### config.mk
export PLATFORM = sky130hd
export DESIGN_NAME = hpoc_csr
export DESIGN_NICKNAME = d
export VERILOG_FILES = /design/src/hpoc_pkg.sv /design/src/hpoc_csr.sv
export SDC_FILE = /design/constraint.sdc
export NUM_CORES = 1
export LEC_CHECK = 0
export ABC_AREA = 1
export ABC_CLOCK_PERIOD_IN_PS = 2000
export BUFFER_PORTS_ARGS = -buffer_cell sky130_fd_sc_hd__buf_4
export CORE_MARGIN = 4
export CORE_UTILIZATION = 55
export CTS_BUF_LIST = sky130_fd_sc_hd__clkbuf_4 sky130_fd_sc_hd__clkbuf_8
export DETAILED_ROUTE_END_ITERATION = 6
export PLACE_DENSITY_LB_ADDON = 0.3
export SYNTH_ARGS = -nofsm -noshare
export SYNTH_HDL_FRONTEND = slang
export SYNTH_SLANG_ARGS = --single-unit
### constraint.sdc
create_clock -name clock -period 2 [get_ports clock]
set_clock_uncertainty 0.15 [all_clocks]
set_input_delay 0.6 -clock clock [delete_from_list [all_inputs] [get_ports clock]]
set_output_delay 0.6 -clock clock [all_outputs]
set_load 0.01 [all_outputs]
### src/hpoc_pkg.sv
// ----------------------------------------------------------------------------
// hpoc_pkg
// Shared types and constants of the hold-to-power-off controller.
// ----------------------------------------------------------------------------
`default_nettype none

package hpoc_pkg;

   localparam int CFG_TIME_WIDTH  = 16;
   localparam int CFG_COUNT_WIDTH = 8;
   localparam int CSR_INDEX_WIDTH = 2;
   localparam int CSR_DATA_WIDTH  = 16;
   localparam int OPCODE_WIDTH    = 2;
   localparam int MODE_WIDTH      = 3;

   // timer and blink counter are as wide as the registers that load them
   localparam int TIMER_WIDTH = CFG_TIME_WIDTH;
   localparam int BLINK_WIDTH = CFG_COUNT_WIDTH;

   typedef enum logic [OPCODE_WIDTH-1:0] {
      OP_TICK    = 2'd0,
      OP_PRESS   = 2'd1,
      OP_RELEASE = 2'd2,
      OP_BOOT    = 2'd3
   } opcode_type;

   typedef enum logic [MODE_WIDTH-1:0] {
      MODE_IDLE     = 3'd0,
      MODE_HOLD     = 3'd1,
      MODE_COOLDOWN = 3'd2,
      MODE_BLINK    = 3'd3,
      MODE_WAKE     = 3'd4,
      MODE_OFF      = 3'd5
   } mode_type;

   typedef enum logic [CSR_INDEX_WIDTH-1:0] {
      REG_HOLD_TIME    = 2'd0,
      REG_LED_TIMEOUT  = 2'd1,
      REG_BLINK_TOTAL  = 2'd2,
      REG_BLINK_PERIOD = 2'd3
   } reg_index_type;

   localparam logic [CFG_TIME_WIDTH-1:0]  HOLD_TIME_RESET    = 16'd2000;
   localparam logic [CFG_TIME_WIDTH-1:0]  LED_TIMEOUT_RESET  = 16'd1000;
   localparam logic [CFG_COUNT_WIDTH-1:0] BLINK_TOTAL_RESET  = 8'd3;
   localparam logic [CFG_TIME_WIDTH-1:0]  BLINK_PERIOD_RESET = 16'd200;

   typedef struct packed {
      logic [CFG_TIME_WIDTH-1:0]  hold_time;
      logic [CFG_TIME_WIDTH-1:0]  led_timeout;
      logic [CFG_COUNT_WIDTH-1:0] blink_total;
      logic [CFG_TIME_WIDTH-1:0]  blink_period;
   } cfg_type;

   typedef struct packed {
      logic     led_level;
      logic     power_off;
      mode_type mode_code;
   } result_type;

endpackage

`default_nettype wire

### src/hpoc_csr.sv
// ----------------------------------------------------------------------------
// hpoc_csr
// Configuration registers, written one word at a time.
// ----------------------------------------------------------------------------
`default_nettype none

module hpoc_csr import hpoc_pkg::*; (
   input  wire logic                       clock,
   input  wire logic                       reset,
   input  wire logic                       wr_en,
   input  wire logic [CSR_INDEX_WIDTH-1:0] wr_index,
   input  wire logic [CSR_DATA_WIDTH-1:0]  wr_data,
   output      cfg_type                    cfg
);

   cfg_type cfg_ff;
   cfg_type cfg_in;

   always_comb begin
      cfg_in = cfg_ff;
      if (wr_en) begin
         unique case (reg_index_type'(wr_index))
            REG_HOLD_TIME:    cfg_in.hold_time    = wr_data[CFG_TIME_WIDTH-1:0];
            REG_LED_TIMEOUT:  cfg_in.led_timeout  = wr_data[CFG_TIME_WIDTH-1:0];
            REG_BLINK_TOTAL:  cfg_in.blink_total  = wr_data[CFG_COUNT_WIDTH-1:0];
            REG_BLINK_PERIOD: cfg_in.blink_period = wr_data[CFG_TIME_WIDTH-1:0];
            default:          cfg_in = cfg_ff;
         endcase
      end
   end

   always_ff @(posedge clock) begin
      if (reset) begin
         cfg_ff.hold_time    <= HOLD_TIME_RESET;
         cfg_ff.led_timeout  <= LED_TIMEOUT_RESET;
         cfg_ff.blink_total  <= BLINK_TOTAL_RESET;
         cfg_ff.blink_period <= BLINK_PERIOD_RESET;
      end else begin
         cfg_ff <= cfg_in;
      end
   end

   assign cfg = cfg_ff;

endmodule

`default_nettype wire

==> impl_results.rst <==
.. list-table::
   :header-rows: 1

   * - Metric
     - Value
   * - WP data required
     - 1250 ps
   * - Buffer depth of the longest clock path
     - 2
   * - Global-route met3 utilization
     - 0.05817
   * - Endpoint of the most critical register-to-register path
     - cfg[20]$_SDFFE_PP0P_
   * - Worst setup path class
     - flip-flop to primary output
   * - Dpl cell area
     - 0.002849 sq mm
   * - Power density of the placed cells
     - 736.7 mW/mm^2
   * - Normalized max-slew margin
     - 0.6684
   * - Most frequently used cell type in the post-synthesis netlist
     - sky130_fd_sc_hd__nand2_1
   * - Top area cells in the synthesized netlist
     - sky130_fd_sc_hd__dfxtp_1 50%, sky130_fd_sc_hd__nand2_1 16%, sky130_fd_sc_hd__nor2_1 12%
   * - Flop2flop setup slack
     - 1180 ps
   * - Violation count after the first detailed-routing iteration
     - 225
   * - Post-CTS sizing
     - 0
   * - EDFF count, synth
     - 0
   * - Largest family of logic cells by synthesized area
     - simple AND/OR/NAND/NOR gates
   * - Post-synthesis share of cell area spent on and, or, nand and nor gates
     - 0.3686
   * - Tightest hold margin
     - 320.8 ps
   * - Category of cells accounting for the largest share of critical-path delay
     - flip-flops
   * - Clock tree from TritonCTS
     - yes
   * - Routability-driven placement congestion ratio
     - 0.7356
   * - Final instance area
     - 0.002942 sq mm
   * - Cell count of the worst reg-to-reg path
     - 4
   * - Total of max-cap violations
     - 0
   * - Crit path depth
     - 1
   * - Static leakage
     - 1.620 nW
   * - Setup TNS
     - 0 ps
   * - Synth Warn #
     - 0
   * - Clock root buffer
     - sky130_fd_sc_hd__clkbuf_8
   * - Total number of nets in the final design
     - 423
   * - Launch point of the critical path
     - cfg[17]$_SDFFE_PP1P_
   * - Starting density of the core
     - 0.5916
   * - Largest voltage drop on the vdd net
     - 480.7 uV
   * - Clock Sinks
     - 56
   * - Row cnt
     - 22
   * - Critical path data arrival time
     - 830 ps
   * - Met2 Use GR
     - 0.3694
   * - Flip-flop cell with the highest count after synthesis
     - sky130_fd_sc_hd__dfxtp_1
   * - Number of hold-slack violations in the final timing report
     - 0
   * - Met1 layer usage reported by global route
     - 0.2776
   * - Total number of H-tree levels
     - 2
   * - Syn nets
     - 353
   * - Compound-Gate Fraction of Synth Area
     - 0.02227
   * - Number of non-filler instances in the completed layout
     - 451
   * - Via density per instance
     - 4.823
   * - Type of the most critical hold path
     - flip-flop to flip-flop
   * - Number of detailed-routing iterations run before antenna repair
     - 4
   * - Share of the synthesized area in the top cell type
     - 0.4989
   * - Combined buffer and inverter count along the critical path
     - 1
   * - Setup Buffers After CTS
     - 0
   * - Leading post-synthesis cells by instance count
     - 96 x sky130_fd_sc_hd__nand2_1, 69 x sky130_fd_sc_hd__nor2_1, 56 x sky130_fd_sc_hd__dfxtp_1
   * - Status
     - complete, no violations
   * - Number of input and output port buffers inserted
     - 76
   * - Startpoint Class
     - flip-flop
   * - GR peak layer
     - met2
   * - Asr flop ratio synth
     - 0
   * - Critical Path Sink Type
     - primary output
   * - Critical-path top delay cell
     - sky130_fd_sc_hd__dfxtp_1
   * - Vias in the first global route
     - 2,008
   * - Overall Global Routing Usage
     - 0.2212
   * - Xor/xnor cell area share of the yosys netlist
     - 0
   * - CP peak stage delay
     - 390 ps
   * - Number of hold buffers added after cts
     - 0
   * - Number of nets still failing antenna checks after routing
     - 0
   * - Vias
     - 2,175
   * - Overflow left after global routing
     - 0
   * - FILL cells
     - 289
   * - Overall Power
     - 2.167 mW
   * - Biggest fanout along the worst timing path
     - 2
   * - Pin count of the biggest net entering global routing
     - 57
   * - Share of post-route cells with drive strength above 1
     - 0.2357
   * - Area of the mapped netlist
     - 0.002247 sq mm
   * - Fraction of synthesized area in multiplexers
     - 0
   * - Max-slew violations
     - 0
   * - Cell type with the largest total area after synthesis
     - sky130_fd_sc_hd__dfxtp_1
   * - Total inserted antenna cells
     - 0
   * - Post-synth cell types
     - 13
   * - CP cell instances
     - buf_4
   * - Number of cells produced by synthesis
     - 332
   * - Clock network latency to the later pin of the worst-skew pair
     - 300 ps
   * - Die X
     - 71.92 um
   * - Wire length of the first global-routing pass
     - 9177 um
   * - Post-layout min period
     - 1584 ps
   * - Unrepaired setup endpoints after global routing
     - no
   * - Placed cell count
     - 443
   * - Synth Register Bits
     - 56
   * - Num CTS Buffers
     - 5
   * - Average routed wire per standard cell
     - 12.05 um
   * - Dpl hpwl
     - 3841 um
   * - DRT Wirelength
     - 5433 um
   * - Die extent in y
     - 71.92 um
   * - Transition time at the pin with the least slew margin
     - 496.1 ps
   * - Capturing instance or port of the critical path
     - cfg[17]
   * - Fraction of the mapped netlist area in adder cells
     - 0
   * - Post-Synthesis Mean Instance Area
     - 6.769 sq um
   * - Max reg flops
     - 56
   * - Finish-stage setup viols
     - 0
   * - Clock slew at reported path FFs
     - 100 ps
   * - Antenna violations before repair
     - 0
   * - Top-Level Pins
     - 77
   * - Total die area
     - 0.005172 sq mm
   * - Reg2reg start
     - cfg[20]$_SDFFE_PP0P_
   * - P&R area growth vs syn
     - 30.90%
   * - Floorplan core area
     - 0.003799 sq mm
   * - Post-route DRC
     - 0
   * - Part of the cycle the worst path needs
     - 0.7919
   * - Max frequency
     - 0.6314 GHz
   * - Sequential fraction of the synthesis area
     - 0.4989
==> final cells by class <==
type,count,area (sq um),share of cell area
inverters,43,161.4,0.05487
well taps,48,60.06,0.02042
clock buffers,6,76.32,0.02595
flip-flops and latches,56,1121,0.3811
clock inverters,2,16.27,0.005530
repair buffers,82,628.1,0.2135
multi-input cells,214,878.3,0.2986
==> where the power goes <==
part | internal, mW | total, mW | switching (mW)
logic | 0.156 | 0.347 | 0.190
registers | 1.17 | 1.21 | 0.0323
clock network | 0.263 | 0.615 | 0.351
==> routing by layer <==
metal / wire, um / vias up / part of all wire
met2: 2605 / 70 / 0.48
met1: 2355 / 962 / 0.43
met4: 114 / 0 / 0.021
met3: 357 / 13 / 0.066
met5: 0 / - / 0
li1: - / 1130 / -
==> logic make-up after synthesis <==
| kind of cell | count (synthesis) |
|---|---|
| buffers and inverters | 62 |
| DFF | 56 |
| AOI/OAI and AO/OA | 10 |
| and+or+nand+nor | 204 |
==> how the worst min path moves through the flow <==
| stage | depth (start not counted) | end | slack [ps] | start |
|---|---|---|---|---|
| 3_3_place_gp | 2 | cfg[16]$_SDFFE_PP1P_ | 290 | cfg[16]$_SDFFE_PP1P_ |
| 3_5_place_dp | 2 | cfg[50]$_SDFFE_PP1P_ | 300 | cfg[50]$_SDFFE_PP1P_ |
| 6_report | 2 | cfg[50]$_SDFFE_PP1P_ | 320 | cfg[50]$_SDFFE_PP1P_ |
| 4_1_cts | 2 | cfg[50]$_SDFFE_PP1P_ | 320 | cfg[50]$_SDFFE_PP1P_ |
| 2_1_floorplan | 2 | cfg[16]$_SDFFE_PP1P_ | 340 | cfg[16]$_SDFFE_PP1P_ |
| 5_1_grt | 2 | cfg[16]$_SDFFE_PP1P_ | 350 | cfg[16]$_SDFFE_PP1P_ |
==> cells in the final DEF, fill, tap and decap left out <==
cell                         count
sky130_fd_sc_hd__a21oi_1        10
sky130_fd_sc_hd__clkbuf_4        1
sky130_fd_sc_hd__nor2_1         69
sky130_fd_sc_hd__inv_1          40
sky130_fd_sc_hd__nand3_1        35
sky130_fd_sc_hd__buf_4          81
sky130_fd_sc_hd__buf_12          1
sky130_fd_sc_hd__dfxtp_1        56
sky130_fd_sc_hd__clkbuf_8        5
sky130_fd_sc_hd__inv_2           3
sky130_fd_sc_hd__nand3_2         1
sky130_fd_sc_hd__nand2_1        96
sky130_fd_sc_hd__clkinv_4        1
sky130_fd_sc_hd__nor2_4          1
sky130_fd_sc_hd__clkinvlp_4      1
sky130_fd_sc_hd__nand4_1         2
==> through the flow <==
stage                       util  worst slack [ps]
final                     0.7744             416.3
after detailed placement  0.7500             252.4
after floorplan                -             448.2
after global routing      0.7744             389.9
after CTS                 0.7744             426.8
after global placement    0.7500             280.8
Power figures use the tool's default switching activity.
