`src/hpoc_pkg.sv`:
```
// ----------------------------------------------------------------------------
// hpoc_pkg
// Shared types and constants of the hold-to-power-off controller.
// ----------------------------------------------------------------------------
`default_nettype none

package hpoc_pkg;

   localparam int CFG_TIME_WIDTH  = 16;
   localparam int CFG_COUNT_WIDTH = 8;
   localparam int CSR_INDEX_WIDTH = 2;
   localparam int CSR_DATA_WIDTH  = 16;
   localparam int OPCODE_WIDTH    = 2;
   localparam int MODE_WIDTH      = 3;

   // timer and blink counter are as wide as the registers that load them
   localparam int TIMER_WIDTH = CFG_TIME_WIDTH;
   localparam int BLINK_WIDTH = CFG_COUNT_WIDTH;

   typedef enum logic [OPCODE_WIDTH-1:0] {
      OP_TICK    = 2'd0,
      OP_PRESS   = 2'd1,
      OP_RELEASE = 2'd2,
      OP_BOOT    = 2'd3
   } opcode_type;

   typedef enum logic [MODE_WIDTH-1:0] {
      MODE_IDLE     = 3'd0,
      MODE_HOLD     = 3'd1,
      MODE_COOLDOWN = 3'd2,
      MODE_BLINK    = 3'd3,
      MODE_WAKE     = 3'd4,
      MODE_OFF      = 3'd5
   } mode_type;

   typedef enum logic [CSR_INDEX_WIDTH-1:0] {
      REG_HOLD_TIME    = 2'd0,
      REG_LED_TIMEOUT  = 2'd1,
      REG_BLINK_TOTAL  = 2'd2,
      REG_BLINK_PERIOD = 2'd3
   } reg_index_type;

   localparam logic [CFG_TIME_WIDTH-1:0]  HOLD_TIME_RESET    = 16'd2000;
   localparam logic [CFG_TIME_WIDTH-1:0]  LED_TIMEOUT_RESET  = 16'd1000;
   localparam logic [CFG_COUNT_WIDTH-1:0] BLINK_TOTAL_RESET  = 8'd3;
   localparam logic [CFG_TIME_WIDTH-1:0]  BLINK_PERIOD_RESET = 16'd200;

   typedef struct packed {
      logic [CFG_TIME_WIDTH-1:0]  hold_time;
      logic [CFG_TIME_WIDTH-1:0]  led_timeout;
      logic [CFG_COUNT_WIDTH-1:0] blink_total;
      logic [CFG_TIME_WIDTH-1:0]  blink_period;
   } cfg_type;

   typedef struct packed {
      logic     led_level;
      logic     power_off;
      mode_type mode_code;
   } result_type;

endpackage

`default_nettype wire

```
`src/hpoc_core.sv`:
```
// ----------------------------------------------------------------------------
// hpoc_core
// Mode state machine, hold/blink countdown and LED state; one event per step.
// ----------------------------------------------------------------------------
`default_nettype none

module hpoc_core import hpoc_pkg::*; (
   input  wire logic                    clock,
   input  wire logic                    reset,
   input  wire logic                    step,
   input  wire logic [OPCODE_WIDTH-1:0] opcode,
   input  wire logic                    switch_level,
   input  wire cfg_type                 cfg,
   output      result_type              result
);

   mode_type               mode_ff, mode_in;
   logic [TIMER_WIDTH-1:0] count_ff, count_in;
   logic [BLINK_WIDTH-1:0] blinks_ff, blinks_in;
   logic                   phase_ff, phase_in;
   logic                   pressed_ff, pressed_in;
   logic                   led_ff, led_in;

   logic                   timed;
   logic                   fire;
   logic [TIMER_WIDTH-1:0] half_period;

   assign timed = (mode_ff == MODE_HOLD) || (mode_ff == MODE_WAKE) ||
                  (mode_ff == MODE_COOLDOWN) || (mode_ff == MODE_BLINK);
   assign fire  = (opcode_type'(opcode) == OP_TICK) && timed && (count_ff <= 1);
   assign half_period = cfg.blink_period >> 1;

   // next mode
   always_comb begin
      mode_in = mode_ff;
      unique case (opcode_type'(opcode))
         OP_TICK: begin
            if (fire) begin
               unique case (mode_ff)
                  MODE_HOLD, MODE_WAKE: mode_in = MODE_BLINK;
                  MODE_COOLDOWN:        mode_in = MODE_IDLE;
                  MODE_BLINK: begin
                     if (blinks_ff == '0 && !pressed_ff) mode_in = MODE_OFF;
                  end
                  default:              mode_in = mode_ff;
               endcase
            end
         end
         OP_PRESS: begin
            if (mode_ff == MODE_IDLE || mode_ff == MODE_COOLDOWN) mode_in = MODE_HOLD;
         end
         OP_RELEASE: begin
            if (mode_ff == MODE_HOLD) mode_in = MODE_COOLDOWN;
            else if (mode_ff == MODE_WAKE) mode_in = MODE_OFF;
            else if (mode_ff == MODE_BLINK && blinks_ff == '0) mode_in = MODE_OFF;
         end
         OP_BOOT: begin
            mode_in = switch_level ? MODE_WAKE : MODE_OFF;
         end
         default: mode_in = mode_ff;
      endcase
   end

   // timer, blink count, LED and switch state
   always_comb begin
      count_in   = count_ff;
      blinks_in  = blinks_ff;
      phase_in   = phase_ff;
      pressed_in = pressed_ff;
      led_in     = led_ff;
      unique case (opcode_type'(opcode))
         OP_TICK: begin
            if (timed) begin
               if (count_ff > 1) begin
                  count_in = count_ff - 1'b1;
               end else begin
                  count_in = '0;
                  unique case (mode_ff)
                     MODE_HOLD, MODE_WAKE: begin
                        blinks_in = cfg.blink_total;
                        phase_in  = 1'b0;
                        led_in    = 1'b0;
                        count_in  = half_period;
                     end
                     MODE_COOLDOWN: led_in = 1'b0;
                     MODE_BLINK: begin
                        if (blinks_ff == '0) begin
                           led_in = 1'b0;
                        end else if (!phase_ff) begin
                           led_in   = 1'b1;
                           phase_in = 1'b1;
                           count_in = half_period;
                        end else begin
                           led_in    = 1'b0;
                           phase_in  = 1'b0;
                           blinks_in = blinks_ff - 1'b1;
                           count_in  = half_period;
                        end
                     end
                     default: led_in = led_ff;
                  endcase
               end
            end
         end
         OP_PRESS: begin
            pressed_in = 1'b1;
            if (mode_ff == MODE_IDLE || mode_ff == MODE_COOLDOWN) begin
               led_in   = 1'b1;
               count_in = cfg.hold_time;
            end
         end
         OP_RELEASE: begin
            pressed_in = 1'b0;
            if (mode_ff == MODE_HOLD) begin
               count_in = cfg.led_timeout;
            end else if (mode_ff == MODE_WAKE ||
                         (mode_ff == MODE_BLINK && blinks_ff == '0)) begin
               led_in = 1'b0;
            end
         end
         OP_BOOT: begin
            if (switch_level) begin
               pressed_in = 1'b1;
               led_in     = 1'b1;
               count_in   = cfg.hold_time;
            end else begin
               led_in = 1'b0;
            end
         end
         default: led_in = led_ff;
      endcase
   end

   always_ff @(posedge clock) begin
      if (reset) begin
         mode_ff    <= MODE_IDLE;
         count_ff   <= '0;
         blinks_ff  <= '0;
         phase_ff   <= 1'b0;
         pressed_ff <= 1'b0;
         led_ff     <= 1'b0;
      end else if (step) begin
         mode_ff    <= mode_in;
         count_ff   <= count_in;
         blinks_ff  <= blinks_in;
         phase_ff   <= phase_in;
         pressed_ff <= pressed_in;
         led_ff     <= led_in;
      end
   end

   // result word reflects the state after this event
   always_comb begin
      result.led_level = led_in;
      result.power_off = (mode_in == MODE_OFF);
      result.mode_code = mode_in;
   end

endmodule

`default_nettype wire
```
`config.mk`:
```
export PLATFORM = sky130hd
export DESIGN_NAME = hpoc_core
export DESIGN_NICKNAME = d
export VERILOG_FILES = /design/src/hpoc_pkg.sv /design/src/hpoc_core.sv
export SDC_FILE = /design/constraint.sdc
export NUM_CORES = 1
export LEC_CHECK = 0
export BUFFER_PORTS_ARGS = -buffer_cell sky130_fd_sc_hd__buf_4
export CAP_MARGIN = 20
export CORE_MARGIN = 8
export CORE_UTILIZATION = 40
export DETAILED_ROUTE_END_ITERATION = 10
export SLEW_MARGIN = 10
export SYNTH_ARGS = -nofsm -noshare
export SYNTH_HDL_FRONTEND = slang
export SYNTH_SLANG_ARGS = --single-unit
```
`constraint.sdc`:
```
create_clock -name clock -period 3.5 [get_ports clock]
set_input_delay 0 -clock clock [delete_from_list [all_inputs] [get_ports clock]]
set_output_delay 0 -clock clock [all_outputs]
set_load 0.02 [all_outputs]
```
==> results.tsv <==
stage	metric	value	unit
run_status	result of the run	finished, final reports clean	
setup_path	FF-to-FF setup slack	1000	ps
floorplanning	Initial Util	41.16	%
setup_path	CP max FO	7	
timing	setup violation total in the final timing report	0	
clock_network	number of buffers added by the clock tree synthesis step	5	
clock_network	number of clock sinks seen by CTS	30	
setup_path	critical path's slowest cell	sky130_fd_sc_hd__dfxtp_1	
logic_synthesis	share of async-settable or async-resettable flops after synthesis	0	%
pwr	proportion of power drawn by the clock network	24.7	%
setup_path	nature of the critical path endpoint	output port	
drt	routed wire length	7.822	mm
clock_network	CTS tree	done	
pwr	PD cells	341.1	nW/um^2
floorplanning	I/O pin cnt	67	
setup_path	number of buffers and inverters on the critical path	2	
drt	first-pass iteration count of the detailed router	4	
clock_network	Skew-Pair Late Insertion Delay	280	ps
timing	final-report max-slew violation count	0	
drt	highest routed layer	met4	
pwr	switch share	36.74	%
floorplanning	horizontal die dimension	96.61	um
pwr	combinational cell fraction of total power	37.8	%
global_routing	pin count of the biggest net entering global routing	43	
timing	achievable clock frequency	395.4	MHz
setup_path	arrival time reported for the critical path endpoint	2530	ps
run	maximum capacitance violations	0	
drt	routed length on met2	3.692	mm
logic_synthesis	proportion of synthesized chip area in sequential cells	23.11	%
timing	Period minus WS final	2529	ps
placed_design	quantity of I/O buffers inserted on ports	65	
global_routing	Total GRT Usage	16.21	%
logic_synthesis	Post-Synthesis Net Count	411	
setup_path	Crit path largest cell delay	400	ps
clock_network	clock-pin slew on the worst setup and hold paths	70	ps
pwr	Cell Int Power	686.8	uW
floorplanning	DIE AREA	9333	um^2
clock_network	root buf cell	sky130_fd_sc_hd__clkbuf_8	
logic_synthesis	netlist area before placement	2599	um^2
drt	average wire per standard cell	16.43	um
setup_path	startpoint-to-endpoint class of the critical path	register to output port	
drt	average via count per standard cell	5.687	
pwr	Worst IR Drop VDD	196.5	uV
pwr	share of total power in sequential cells	37.5	%
pwr	sw power	398.8	uW
timing	headroom to the max-slew limit	57.01	%
clock_network	H-Tree Level Count	2	
setup_path	critical path, cell by cell	inv_1 > ha_1 > or2_2 > nand3_1 > or2_1 > o31ai_2 > o21a_1 > a211oi_1 > buf_4	
timing	number of hold violations in the final report	0	
floorplanning	Row Count	29	
global_routing	vias in the first global route	2687	
timing	setup TNS after final layout	0	ps
logic_synthesis	EDFF count, synth	0	
global_routing	GR Overflow Total	0	
floorplanning	Vert. Die Dim	96.61	um
setup_path	nature of the critical path startpoint	register	
finish	post-synthesis to final-layout area growth	22.48	%
pwr	leakage power of the design	0.001253	uW
timing	fin crit share	72.25	%
finish	most frequent cells in the layout	sky130_fd_sc_hd__buf_4, sky130_fd_sc_hd__nor2_1, sky130_fd_sc_hd__nand2_1	
drt	met3 wire len	514	um
finish	final antenna diode count	0	
logic_synthesis	post-synthesis cell type count	68	
drt	detailed router's first-iteration violation count	104	
clock_network	maximum clock path buffer count	2	
timing	transition time at the pin with the least slew margin	644.8	ps
setup_path	Req. time, crit path	3500	ps
floorplanning	core outline area	6314	um^2
finish	net count reported at finish	464	
logic_synthesis	Yosys warnings	0	
clock_network	Post-CTS Setup Repair Bufs	0	
drt	number of DRC violations after detailed routing	0	
logic_synthesis	number of synthesized register bits	30	
timing	Layout Skew	5.533	ps
timing	RSZ-0062 raised after global routing	no	
logic_synthesis	post-synthesis cell count	346	
setup_path	crit-path leading delay family	simple AND/OR/NAND/NOR gates	
timing	Final Hold Slack	31.70	ps
drt	Via Count	2707	
finish	final std cell area, no fill	3183	um^2
global_routing	global-route wire length before repair	13.07	mm
finish	fraction of final layout cells sized beyond drive strength 1	28.07	%
placed_design	post-detailed-placement half-perimeter wirelength	5.644	mm
logic_synthesis	synthesized area divided by synthesized cell count	7.511	um^2
global_routing	antenna violations before repair	0	
finish	most common cell after layout, fill and taps aside	sky130_fd_sc_hd__buf_4	
drt	post-route antenna net violation count	0	
drt	M1 WL	3.528	mm
placed_design	weighted congestion at the end of routability-driven global placement	0.8081	
logic_synthesis	ys flop type	sky130_fd_sc_hd__dfxtp_1	
placed_design	area after detailed placement	3094	um^2
min_path	class of the most critical hold timing path	input port to register	
==> stage by stage <==
stage | setup slack [ps] | cells | power [uW] | util (%)
floorplan | 1271 | 346 | 699.1 | -
global placement | 1047 | 468 | 821.0 | 49.01
detailed placement | 1005 | 468 | 824.4 | 49.01
CTS | 958.8 | 476 | 1100 | 50.42
global route | 738.4 | 476 | 1161 | 50.42
finish | 971.2 | 476 | 1086 | 50.42
==> layout make-up <==
type,instances,area [um^2]
Clock buffer,5,68.82
Clock inverter,2,10.01
Fill cell,652,3131
Inverter,9,33.78
Multi-Input combinational cell,282,1838
Sequential cell,30,600.6
Tap cell,77,96.34
Timing Repair Buffer,71,535.5
==> flip-flops by register name, summed over array words and instances, names as in the netlist <==
name and cells:
count_ff 16, pressed_ff 1, led_ff 1, blinks_ff 8, mode_ff 3, phase_ff 1
==> cells in the mapped netlist, types with 7 or more instances <==
cell	n	area, um^2
sky130_fd_sc_hd__a211oi_2	7	87.58
sky130_fd_sc_hd__o21ai_0	25	125.1
sky130_fd_sc_hd__nand2_1	39	146.4
sky130_fd_sc_hd__dfxtp_1	30	600.6
sky130_fd_sc_hd__a21oi_1	27	135.1
sky130_fd_sc_hd__nand2b_1	11	68.82
sky130_fd_sc_hd__inv_1	9	33.78
sky130_fd_sc_hd__nor2_1	39	146.4
sky130_fd_sc_hd__nor3_1	10	50.05
sky130_fd_sc_hd__clkbuf_1	15	56.30
==> routing by layer <==
layer  up-vias  global-route usage [%]
met3        10                   3.485
met4         0                   4.024
met5         -                       0
met1      1228                   20.74
met2        73                   26.77
li1       1396                       -
==> final timing paths <==
| path | startpoint | endpoint | depth (start not counted) |
|---|---|---|---|
| setup / recovery | count_ff[0] | result[3] | 9 |
| hold / removal | cfg[3] | count_ff[2] | 3 |
| setup reg to reg | mode_ff[2] | count_ff[3] | 6 |
| hold reg to reg | blinks_ff[7] | blinks_ff[7] | 2 |
==> cell families after synthesis <==
family,after synthesis,synth area share [%]
simple gates,152,33.32
compound gates,115,31.73
buf+inv,34,6.162
flops,30,23.11
xor+xnor,9,3.033
mux,3,1.204
fa+ha+maj,3,1.445
==> timing repair <==
action / in CTS / in global routing
resized for setup: 0 / 0
hold buffers: 1 / 0
setup endpoints to repair: 0 / 0
endpoints found under the hold margin: 1 / 0
==> worst reg2reg max path: stages, from the launching register on <==
cell                        delay, ps
sky130_fd_sc_hd__dfxtp_1          650
sky130_fd_sc_hd__or3b_1           440
sky130_fd_sc_hd__nor2_1           300
sky130_fd_sc_hd__nor2_1           120
sky130_fd_sc_hd__nor2_2           480
sky130_fd_sc_hd__a2111oi_0        210
sky130_fd_sc_hd__nor3_1           210
==> power by group through the flow <==
stage / Clock, uW / Sequential [uW] / Combinational, uW
3_5_place_dp: 0 / 414 / 410
4_1_cts: 280 / 407 / 413
5_1_grt: 295 / 411 / 455
3_3_place_gp: 0 / 413 / 408
2_1_floorplan: 0 / 398 / 301
6_report: 268 / 407 / 410
No activity file was read; power rests on OpenSTA's default activity.
